File: config.mk
export PLATFORM = sky130hd
export DESIGN_NAME = tlgc_divider
export DESIGN_NICKNAME = d
export VERILOG_FILES = /design/src/rtl/tlgc_pkg.sv /design/src/rtl/tlgc_divider.sv
export SDC_FILE = /design/constraint.sdc
export NUM_CORES = 1
export LEC_CHECK = 0
export BUFFER_PORTS_ARGS = -buffer_cell sky130_fd_sc_hd__buf_2
export CORE_MARGIN = 8
export CORE_UTILIZATION = 47
export DETAILED_ROUTE_END_ITERATION = 16
export HOLD_SLACK_MARGIN = 0.08
export PLACE_DENSITY = 0.75
export SYNTH_ARGS = -nofsm -noshare
export SYNTH_HDL_FRONTEND = slang
export SYNTH_SLANG_ARGS = --single-unit
export TNS_END_PERCENT = 100
File: constraint.sdc
create_clock -name clk -period 2.26 [get_ports clk]
set_input_delay 0.452 -clock clk [delete_from_list [all_inputs] [get_ports clk]]
set_output_delay 0.452 -clock clk [all_outputs]
set_load 0.05 [all_outputs]
File: src/rtl/tlgc_pkg.sv
// Package for the torus lattice greedy coloring block.
// Holds sizes, mode codes, register indexes and the request, result and divider types; no dependencies.
`timescale 1ns / 1ps
`default_nettype none
package tlgc_pkg;
  localparam int NodeBits    = 16;
  localparam int Nodes       = 1 << NodeBits;
  localparam int SlotBits    = 10;
  localparam int StencilDepth = 1 << SlotBits;
  localparam int ColorBits   = 10;
  localparam int MaxColors   = 1023;
  localparam int DimBits     = 9;
  localparam int CntBits     = 11;

  typedef enum logic [1:0] {
    MODE_LOAD  = 2'd0,
    MODE_COLOR = 2'd1,
    MODE_CLEAR = 2'd2,
    MODE_NOP   = 2'd3
  } mode_t;

  localparam logic [2:0] REG_DIM_X = 3'd0;
  localparam logic [2:0] REG_DIM_Y = 3'd1;
  localparam logic [2:0] REG_DIM_Z = 3'd2;
  localparam logic [2:0] REG_DIM_T = 3'd3;
  localparam logic [2:0] REG_COUNT = 3'd4;

  typedef struct packed {
    logic [1:0]  mode;
    logic [15:0] node_index;
    logic [9:0]  stencil_slot;
    logic [7:0]  offset_x;
    logic [7:0]  offset_y;
    logic [7:0]  offset_z;
    logic [7:0]  offset_t;
  } req_t;

  typedef struct packed {
    logic [9:0] assigned_color;
    logic [9:0] highest_color;
    logic       out_of_colors;
  } rsp_t;

  typedef struct packed {
    logic          start;
    logic [8:0]    dim;
    logic [16:0]   num;
  } div_cmd_t;

  typedef struct packed {
    logic        done;
    logic [16:0] quot;
    logic [8:0]  rem;
  } div_rsp_t;
endpackage
`default_nettype wire

File: src/rtl/tlgc_divider.sv
// Shared restoring divider: 17-bit numerator by 9-bit divisor, one bit a cycle.
// Depends on tlgc_pkg.
`timescale 1ns / 1ps
`default_nettype none
module tlgc_divider
  import tlgc_pkg::*;
(
  input  wire logic clk,
  input  wire logic rst_n,
  input  wire div_cmd_t cmd,
  output div_rsp_t  rsp
);
  logic [16:0] q_r, q_nxt;
  logic [9:0]  rem_r, rem_nxt;
  logic [8:0]  d_r;
  logic [4:0]  cnt_r;
  logic        busy_r, done_r;
  logic [9:0]  trial;

  always_comb begin
    trial   = {rem_r[8:0], q_r[16]};
    rem_nxt = trial;
    q_nxt   = {q_r[15:0], 1'b0};
    if (trial >= {1'b0, d_r}) begin
      rem_nxt  = trial - {1'b0, d_r};
      q_nxt[0] = 1'b1;
    end
  end

  always_ff @(posedge clk) begin
    if (!rst_n) begin
      busy_r <= 1'b0;
      done_r <= 1'b0;
      cnt_r  <= '0;
    end else if (cmd.start) begin
      busy_r <= 1'b1;
      done_r <= 1'b0;
      cnt_r  <= 5'd17;
      q_r    <= cmd.num;
      rem_r  <= '0;
      d_r    <= cmd.dim;
    end else if (busy_r) begin
      q_r    <= q_nxt;
      rem_r  <= rem_nxt;
      cnt_r  <= cnt_r - 5'd1;
      busy_r <= (cnt_r != 5'd1);
      done_r <= (cnt_r == 5'd1);
    end else begin
      done_r <= 1'b0;
    end
  end

  assign rsp.done = done_r;
  assign rsp.quot = q_r;
  assign rsp.rem  = rem_r[8:0];
endmodule
`default_nettype wire

==> results of run 1 <==
-- cell usage in the layout, fill, tap and decap left out, drive strengths merged, types with 3 or more instances in the layout --
cell and instances:
nor2 11, a211oi 6, inv 14, a211o 3, clkbuf 7, mux2 17, buf 69, o21ai 8
nand2 11, ha 11, and4 4, a21oi 11, xnor2 6, a21boi 3, o21a 4, edfxtp 35
dfxtp 7, nor3 3
-- final timing paths --
check	start	to	slack, ns	depth (start not counted)
max	q_r[16]	q_r[0]	-0.04	8
min	cmd[24]	d_r[7]	0.33	1
max reg2reg	q_r[16]	q_r[0]	-0.04	8
min reg2reg	cnt_r[1]	cnt_r[1]	0.51	2
-- per-layer routing --
layer	vias to the layer above	global-route usage (%)	wire, µm
li1	805	-	-
met1	767	15.9	2070
met2	46	19.7	2090
met3	5	5.76	367
met4	0	4.24	58
met5	-	0	0
-- timing repair --
item                       in CTS  in global routing
cloned                          0                  1
setup endpoints to repair       7                  9
gates resized for setup         2                  6
buffers inserted                0                  1
pin swaps                       1                  2
-- sequential cells by signal (all words and copies together) (netlist names) --
register,count
done_r,1
cnt_r,5
q_r,17
busy_r,1
rem_r,9
d_r,9
-- cells by family (layout without fill, tap and decap cells) --
logic type	Yosys count	in the layout	share of synthesized area, %
buffers and inverters	19	91	3.82
AOI/OAI and AO/OA	41	42	12.8
muxes	17	17	9.02
adders and majority gates	12	12	7.29
xor gates and xnor gates	7	7	2.83
DFF	42	42	55.1
and+or+nand+nor	38	38	9.20
-- power by group through the flow --
stage	Clock, µW	Combinational (µW)	Sequential, µW
2_1_floorplan	0	293	1100
3_3_place_gp	0	572	969
3_5_place_dp	0	579	970
4_1_cts	484	587	953
5_1_grt	516	657	961
6_report	469	603	952
-- layout make-up --
class	count	area, µm²	area share, %
flip-flops and latches	42	1190	43.6
clock inverters	1	7.51	0.275
multi-input cells	116	960	35.1
repair buffers	69	380	13.9
clock buffers	7	76.3	2.79
inverters	14	52.6	1.92
well taps	52	65.1	2.38
-- through the flow --
stage	TNS [ns]	instances	hold slack [ns]	util (%)	cell area [µm²]
after floorplan	-1.85	176	0.469	-	2200
after global placement	-0.0365	291	0.484	59.4	2600
after detailed placement	-0.164	291	0.503	59.4	2600
after CTS	-0.0417	299	0.318	61.5	2700
after global routing	-0.562	301	0.313	62.3	2730
final	-0.0439	301	0.327	62.3	2730
-- worst max-delay path, delay by kind of cell (launching register included) --
kind	cells	cell delay, ns
adders and majority gates	2	0.53
buffers and inverters	2	0.11
AOI/OAI and AO/OA	3	0.77
muxes	1	0.27
DFF	1	0.39
==> summary.txt, run 1 <==
Place
  • Buffers on Ports: 55
  • Post-DP HPWL: 3490 µm
  • GP Congestion: 0.852
  • Worst slack at placement: -0.0925 ns

Global route
  • First-pass GRT wire length: 7510 µm
  • Vias in the first global route: 1,567
  • Grt ovf: 0
  • Initial antenna violation count: 0
  • Pin count of the biggest net entering global routing: 20
  • GR Util All Layers: 13.0%

Final layout
  • Final nets: 289
  • Layout cells sized above 1: 43.4%
  • # diodes: 0
  • Layout Area Growth over Synthesis: 26.3%
  • # fillers: 364

Flow run
  • MaxCap Viol Count: 0

Clock network
  • Clock buffer count from CTS: 5
  • Bufs on Longest Clock Path: 2
  • Num Clock Sinks: 42
  • Clk_lat worst skew: 0.29 ns
  • CTS clk-pin slew, worst paths: 0.08 ns
  • TritonCTS clock tree: built
  • CTS Hold Bufs: 0
  • Clock H-tree levels: 2
  • Root Driver: clkbuf_8

Floorplan
  • Num ports: 56
  • Die H: 83.8 µm
  • Core area: 4380 µm²
  • Number of core rows: 24
  • Initial Util: 49.3%
  • Die W: 83.8 µm
  • Die area: 7030 µm²

Timing
  • Max-slew violations: 0
  • Measured slew at the worst slew-check pin: 0.434 ns
  • Clock period minus worst slack: 2.30 ns
  • Final setup viols: 1
  • Fin. Hold Viols: 0
  • Slew HR: 71.0%
  • Fmax: 434 MHz
  • RSZ-0062 raised after global routing: yes
  • Fin worst setup slack: -0.0439 ns
  • Final cycle utilization of the critical path: 102%
  • Final Skew: 0.00694 ns

Synthesis
  • YS warnings: 0
  • Top-count cell post-synth: edfxtp_1
  • Synth Instances: 176
  • Number of synthesized flops with an enable pin: 35
  • Top_reg_cell synth: edfxtp_1
  • Synth cell count leaders: edfxtp_1, mux2_2, inv_1
  • Yosys cell types: 37
  • Register bit count reported by yosys: 42
  • Async SR Flop Fraction: 0%
  • Mapped cell area: 2160 µm²
  • Synth area leaders: edfxtp_1, mux2_2, dfxtp_1, ha_1, a21oi_1
  • Synth area leader: edfxtp_1
  • Seq/Total Area, Yosys: 55.1%
  • Syn nets: 217
  • Syn avg cell area: 12.3 µm²
  • Area share of the largest cell type after synthesis: 48.6%

Power
  • Clk pwr share: 23.2%
  • Total power: 2020 µW
  • Int Pwr: 1380 µW
  • Psw: 646 µW
  • Worst VDD drop: 0.000461 V
  • Net Sw Frac: 31.9%
  • Register share of total power: 47.0%
  • Combinational fraction of design power: 29.8%
  • Pwr dens: 741 nW/µm²
  • Cell leakage power: 0.00114 µW

Worst setup path
  • Critical path type: flop to flop
  • Crit start category: flop
  • Crit end category: flop
  • Required @ worst endpoint: 2.31 ns
  • Crit-path cells: inv_1, ha_2, inv_2, fa_2, a211oi_2, o21ai_2, a211o_4, mux2_4
  • Slowest stage cell, crit path: edfxtp_1
  • Critical Path AT: 2.36 ns
  • Largest stage delay, worst path: 0.39 ns
  • CP max FO: 6

Detailed routing
  • Wire per inst: 15.2 µm
  • DRC: 0
  • DR pass1 iterations: 4
  • Final wirelength: 4590 µm
  • Final ANT Viol Nets: 0
  • Vias per cell: 5.39
  • Vias: 1,623
  • Iteration-0 DRC Markers: 104

Min path
  • Hold Path Class: input port to flop

Outcome
  • Failing checks: setup timing
  • Status: finished, violations left
No activity file was read; power rests on OpenSTA's default activity.
==> run 2: changes to the inputs <==
- CORE_ASPECT_RATIO: default -> 0.7
- CORE_MARGIN: 8 -> 2
- SETUP_SLACK_MARGIN: default -> 0.5
==> summary.txt, run 2 (synthesized netlist as in run 1, its figures left out) <==
Detailed routing
  • DRC: 0 (unchanged)
  • Final ANT Viol Nets: 0 (unchanged)
  • Vias: 1,682 (+3.6%)
  • Iteration-0 DRC Markers: 163 (+57%)
  • Final wirelength: 4790 µm (+4.6%)
  • Wire per inst: 15.6 µm (+2.5%)
  • Vias per cell: 5.48 (+1.6%)
  • DR pass1 iterations: 4 (unchanged)

Worst setup path
  • Critical path type: flop to flop
  • Crit start category: flop
  • CP max FO: 5 (-1)
  • Worst flop-to-flop path endpoint: q_r[0]
  • Crit-path cells: inv_1, ha_2, inv_2, fa_2, a211oi_2, o21ai_2, a211o_4, mux2_4
  • Crit end category: flop
  • Required @ worst endpoint: 2.32 ns (about the same)
  • RR Startpoint: q_r[16]
  • Worst reg-to-reg path cell count: 8 (unchanged)
  • Slowest stage cell, crit path: edfxtp_1
  • Top Family by Delay on Critical Path: compound AO/OA/AOI/OAI gates
  • Critical Path AT: 2.37 ns (about the same)
  • Critical path launch point: q_r[16]
  • Flop2flop setup slack: -0.05 ns (about the same)
  • Buf/Inv on CP: 2 (unchanged)
  • Largest stage delay, worst path: 0.39 ns (about the same)

Min path
  • WHS Endpoint: d_r[5]
  • Hold Path Class: input port to flop
  • HP Start: cmd[22]
  • Number of cells on the worst hold path: 1 (unchanged)

Timing
  • Final setup viols: 9 (+8)
  • Final Skew: 0.0119 ns (+0.00500 ns)
  • Final cycle utilization of the critical path: 102% (+0.39 points)
  • Fin. Hold Viols: 0 (unchanged)
  • RSZ-0062 raised after global routing: yes
  • Measured slew at the worst slew-check pin: 0.633 ns (+0.199 ns)
  • Max-slew violations: 0 (unchanged)
  • Fin worst setup slack: -0.0527 ns (-0.00878 ns)
  • Slew HR: 57.8% (-13 points)
  • Clock period minus worst slack: 2.31 ns (+0.00878 ns)
  • Fmax: 432 MHz (-0.38%)

Floorplan
  • Number of core rows: 20 (-17%)
  • Die W: 85.1 µm (+1.5%)
  • Num ports: 56 (unchanged)
  • Die area: 5170 µm² (-26%)
  • Initial Util: 49.4% (+0.056 points)
  • Die H: 60.8 µm (-28%)
  • Core area: 4380 µm² (-0.11%)

Power
  • Int Pwr: 1620 µW (+18%)
  • Clk pwr share: 31.0% (+7.8 points)
  • Cell leakage power: 0.00119 µW (+4.2%)
  • Net Sw Frac: 30.0% (-1.9 points)
  • Psw: 695 µW (+7.7%)
  • Combinational fraction of design power: 27.9% (-1.9 points)
  • Pwr dens: 815 nW/µm² (+10%)
  • Worst VDD drop: 0.000501 V (+8.6%)
  • Register share of total power: 41.1% (-5.9 points)

Clock network
  • CTS clk-pin slew, worst paths: 0.09 ns (about the same)
  • Root Driver: clkbuf_8
  • CTS Hold Bufs: 0 (unchanged)
  • Clock buffer count from CTS: 5 (unchanged)
  • TritonCTS clock tree: built
  • Clk_lat worst skew: 0.30 ns (about the same)
  • Num Clock Sinks: 42 (unchanged)
  • Bufs on Longest Clock Path: 2 (unchanged)
  • Clock H-tree levels: 2 (unchanged)

Global route
  • First-pass GRT wire length: 6960 µm (-7.4%)
  • Grt ovf: 0 (unchanged)
  • Initial antenna violation count: 0 (unchanged)
  • Vias in the first global route: 1,489 (-5.0%)
  • Pin count of the biggest net entering global routing: 28 (+40%)
  • GR Util All Layers: 17.8% (+4.9 points)

Outcome
  • Failing checks: setup timing
  • Status: finished, violations left

Flow run
  • MaxCap Viol Count: 0 (unchanged)

Final layout
  • Layout Area Growth over Synthesis: 31.5%
  • Largest register by flop count: q_r
  • Max reg flops: 17 (unchanged)
  • Largest registers: q_r x17, d_r x9, rem_r x9
  • Commonest non-fill, non-tap cells in the layout: buf_2, edfxtp_1, mux2_2, buf_4, inv_1
  • # fillers: 347 (-4.7%)
  • Most common cell after layout, fill and taps aside: buf_2
  • # diodes: 0 (unchanged)
  • Layout cells sized above 1: 46.0% (+2.7 points)
  • Final nets: 292 (+1.0%)
  • Design area: 2840 µm² (+4.1%)

Place
  • GP Congestion: 0.867 (+1.8%)
  • Placed cell areas: 2590 µm² (-0.38%)
  • Post-DP HPWL: 3250 µm (-6.9%)
  • Buffers on Ports: 55 (unchanged)
  • Worst slack at placement: -0.0443 ns (+0.0482 ns)
run 2: cell types whose count changed in the layout (fill, tap and decap cells not counted), sizes merged:
cell | before | now
bufinv | 0 | 2
clkinvlp | 1 | 0
clkbuf | 7 | 5
clkinv | 0 | 1
buf | 69 | 72
run 2: metal layers:
layer  up-vias  share of wire [%]  GRT usage (%)
met5         -                  0              0
met4         0                2.0           7.26
met3         9                7.3           4.22
met2        57                 45           27.3
met1       816                 46           24.9
li1        800                  -              -
run 2: area by class of cell:
| class | count | area, µm² | share of cell area, % |
|---|---|---|---|
| sequential | 42 | 1190 | 41.9 |
| multi-input combinational | 116 | 980 | 34.4 |
| timing repair buffer | 72 | 414 | 14.6 |
| clock buffer | 5 | 68.8 | 2.42 |
| clock inverter | 3 | 68.8 | 2.42 |
| tap | 55 | 68.8 | 2.42 |
| inverter | 14 | 52.6 | 1.85 |
run 2: what timing repair did:
item / in CTS / in global routing
cloned: 0 / 1
buffers inserted: 3 / 3
endpoints found under the setup margin: 10 / 10
resized for setup: 10 / 6
pin swaps: 5 / 7
run 2: worst max-delay path by stage:
| stage | end | slack (ns) | depth (start not counted) |
|---|---|---|---|
| finish | q_r[0] | -0.05 | 8 |
| global route | rem_r[4] | -0.13 | 11 |
| CTS | rem_r[4] | -0.0002 | 11 |
| detailed placement | rem_r[1] | -0.04 | 11 |
| global placement | q_r[0] | 0.02 | 8 |
| floorplan | q_r[0] | -0.29 | 9 |
run 2: stage by stage:
stage                 TNS, ns  utilization [%]  hold slack (ns)  instances  power [µW]
finish                 -0.227             64.9            0.321        307        2320
global route            -1.08             64.9            0.311        307        2410
CTS                 -0.000233             63.6            0.318        303        2280
detailed placement     -0.189             59.2            0.499        292        1540
global placement            0             59.2            0.484        292        1540
floorplan               -1.85                -            0.469        176        1390
run 2: power by group through the flow:
stage | logic [µW] | clock network [µW] | registers (µW)
floorplan | 293 | 0 | 1100
global placement | 566 | 0 | 970
detailed placement | 570 | 0 | 972
CTS | 604 | 724 | 954
global route | 691 | 757 | 962
finish | 646 | 719 | 954
==> run 3: changes to the inputs <==
- CORE_UTILIZATION: 47 -> 49
- CTS_BUF_LIST: default -> sky130_fd_sc_hd__clkbuf_8
- PLACE_DENSITY: 0.75 -> 0.78
==> summary.txt, run 3 (synthesized netlist as in run 1, its figures left out) <==
Final layout
  • Most common cell after layout, fill and taps aside: buf_2
  • Layout cells sized above 1: 47.2% (+1.2 points)
  • Max reg flops: 17 (unchanged)
  • Largest registers: q_r x17, d_r x9, rem_r x9
  • Commonest non-fill, non-tap cells in the layout: buf_2, edfxtp_1, mux2_2, buf_4, inv_1
  • Layout Area Growth over Synthesis: 31.1%
  • Layout Cells excl Fill: 307 (unchanged)
  • Final nets: 292 (unchanged)
  • Design area: 2840 µm² (-0.26%)
  • Largest register by flop count: q_r
  • # diodes: 0 (unchanged)

Timing
  • Fin. Hold Viols: 0 (unchanged)
  • Final setup viols: 7 (-2)
  • Hold_ws: 0.321 ns (-0.000390 ns)
  • Fmax: 434 MHz (+0.43%)
  • Max-slew violations: 0 (unchanged)
  • Final Skew: 0.00941 ns (-0.00254 ns)
  • Final cycle utilization of the critical path: 102% (-0.44 points)
  • Measured slew at the worst slew-check pin: 0.480 ns (-0.153 ns)
  • Clock period minus worst slack: 2.30 ns (-0.00986 ns)
  • Slew HR: 67.7% (+9.9 points)
  • Fin worst setup slack: -0.0428 ns (+0.00986 ns)
  • RSZ-0062 raised after global routing: yes

Worst setup path
  • Critical path type: flop to flop
  • Crit start category: flop
  • Required @ worst endpoint: 2.38 ns (+0.06 ns)
  • Largest stage delay, worst path: 0.52 ns (+0.13 ns)
  • Slowest stage cell, crit path: edfxtp_1
  • Crit end category: flop
  • Critical Path AT: 2.43 ns (+0.06 ns)
  • CP max FO: 4 (-1)
  • Crit-path cells: ha_1, nor2b_1, o31ai_1, a31oi_1, xnor2_1, a211oi_1

Global route
  • Pin count of the biggest net entering global routing: 16 (-43%)
  • Vias in the first global route: 1,577 (+5.9%)
  • GR Util All Layers: 20.3% (+2.5 points)
  • Initial antenna violation count: 0 (unchanged)
  • Grt ovf: 0 (unchanged)
  • First-pass GRT wire length: 7650 µm (+10%)

Detailed routing
  • Met2 WL: 2420 µm (+13%)
  • Final wirelength: 5000 µm (+4.3%)
  • Wire per inst: 16.3 µm (+4.3%)
  • Metal-1 WL: 2210 µm (+0.50%)
  • Top layer used by detailed routing: met4
  • DR pass1 iterations: 4 (unchanged)
  • WL met3: 219 µm (-38%)
  • Vias per cell: 5.61 (+2.3%)
  • Vias: 1,721 (+2.3%)
  • Iteration-0 DRC Markers: 109 (-33%)
  • DRC: 0 (unchanged)
  • Final ANT Viol Nets: 0 (unchanged)

Power
  • Worst VDD drop: 0.000571 V (+14%)
  • Total power: 2220 µW (-4.4%)
  • Pwr dens: 782 nW/µm² (-4.1%)
  • Cell leakage power: 0.00120 µW (+0.29%)

Min path
  • Hold Path Class: input port to flop

Clock network
  • Root Driver: clkbuf_8
  • CTS clk-pin slew, worst paths: 0.09 ns (about the same)
  • Clock buffer count from CTS: 5 (unchanged)
  • TritonCTS clock tree: built
  • Bufs on Longest Clock Path: 2 (unchanged)
  • Num Clock Sinks: 42 (unchanged)
  • CTS Hold Bufs: 0 (unchanged)
  • Clock H-tree levels: 2 (unchanged)
  • Clk_lat worst skew: 0.30 ns (about the same)

Floorplan
  • Die area: 4970 µm² (-3.9%)
  • Initial Util: 50.6% (+1.2 points)
  • Number of core rows: 20 (unchanged)
  • Core area: 4280 µm² (-2.3%)
  • Die H: 59.6 µm (-1.9%)
  • Die W: 83.4 µm (-2.0%)
  • Num ports: 56 (unchanged)

Outcome
  • Status: finished, violations left
  • Failing checks: setup timing

Place
  • Placed cell count: 293 (+0.34%)
  • Placed cell areas: 2610 µm² (+0.77%)
  • Buffers on Ports: 55 (unchanged)
  • Post-DP HPWL: 3480 µm (+7.1%)
  • GP Congestion: 0.955 (+10%)

Flow run
  • MaxCap Viol Count: 0 (unchanged)
run 3: path summary, 6_finish.rpt:
kind,cells after the start,slack [ns],end,startpoint
max,6,-0.04,rem_r[7],rem_r[0]
min,1,0.32,d_r[4],cmd[21]
max reg2reg,6,-0.04,rem_r[7],rem_r[0]
min reg2reg,2,0.51,cnt_r[1],cnt_r[1]
run 3: critical path: cells and delay by family (launching register included):
family	cells	cell delay [ns]
compound gates	3	0.88
xor+xnor	1	0.17
fa+ha+maj	1	0.37
flops	1	0.52
simple gates	1	0.18
run 3: repair_timing:
item	in CTS	in global routing
gates cloned	1	0
pin swaps	8	11
setup buffers	3	2
setup endpoints to repair	10	10
resized for setup	13	7
run 3: stage by stage:
stage / util (%) / setup TNS, ns / setup slack [ns]
finish: 66.3 / -0.230 / -0.0428
global route: 66.3 / -1.25 / -0.166
CTS: 65.5 / -0.0165 / -0.0165
detailed placement: 61.1 / -0.229 / -0.0689
global placement: 61.1 / 0 / 0.0126
floorplan: - / -1.85 / -0.293
run 3: power breakdown:
group          internal, µW  switching, µW
registers               915           39.9
logic                   264            388
clock network           331            280
total                  1510            708
run 3: layout make-up:
class / instances / area (µm²)
Sequential cell: 42 / 1190
Timing Repair Buffer: 72 / 429
Tap cell: 55 / 68.8
Clock inverter: 3 / 43.8
Multi-Input combinational cell: 116 / 982
Inverter: 14 / 52.6
Clock buffer: 5 / 68.8
Fill cell: 330 / 1440
run 3: layer usage:
| metal | track usage (%) | up-vias |
|---|---|---|
| met1 | 26.9 | 838 |
| met3 | 4.32 | 14 |
| met5 | 0 | - |
| li1 | - | 814 |
| met4 | 8.53 | 0 |
| met2 | 33.2 | 55 |
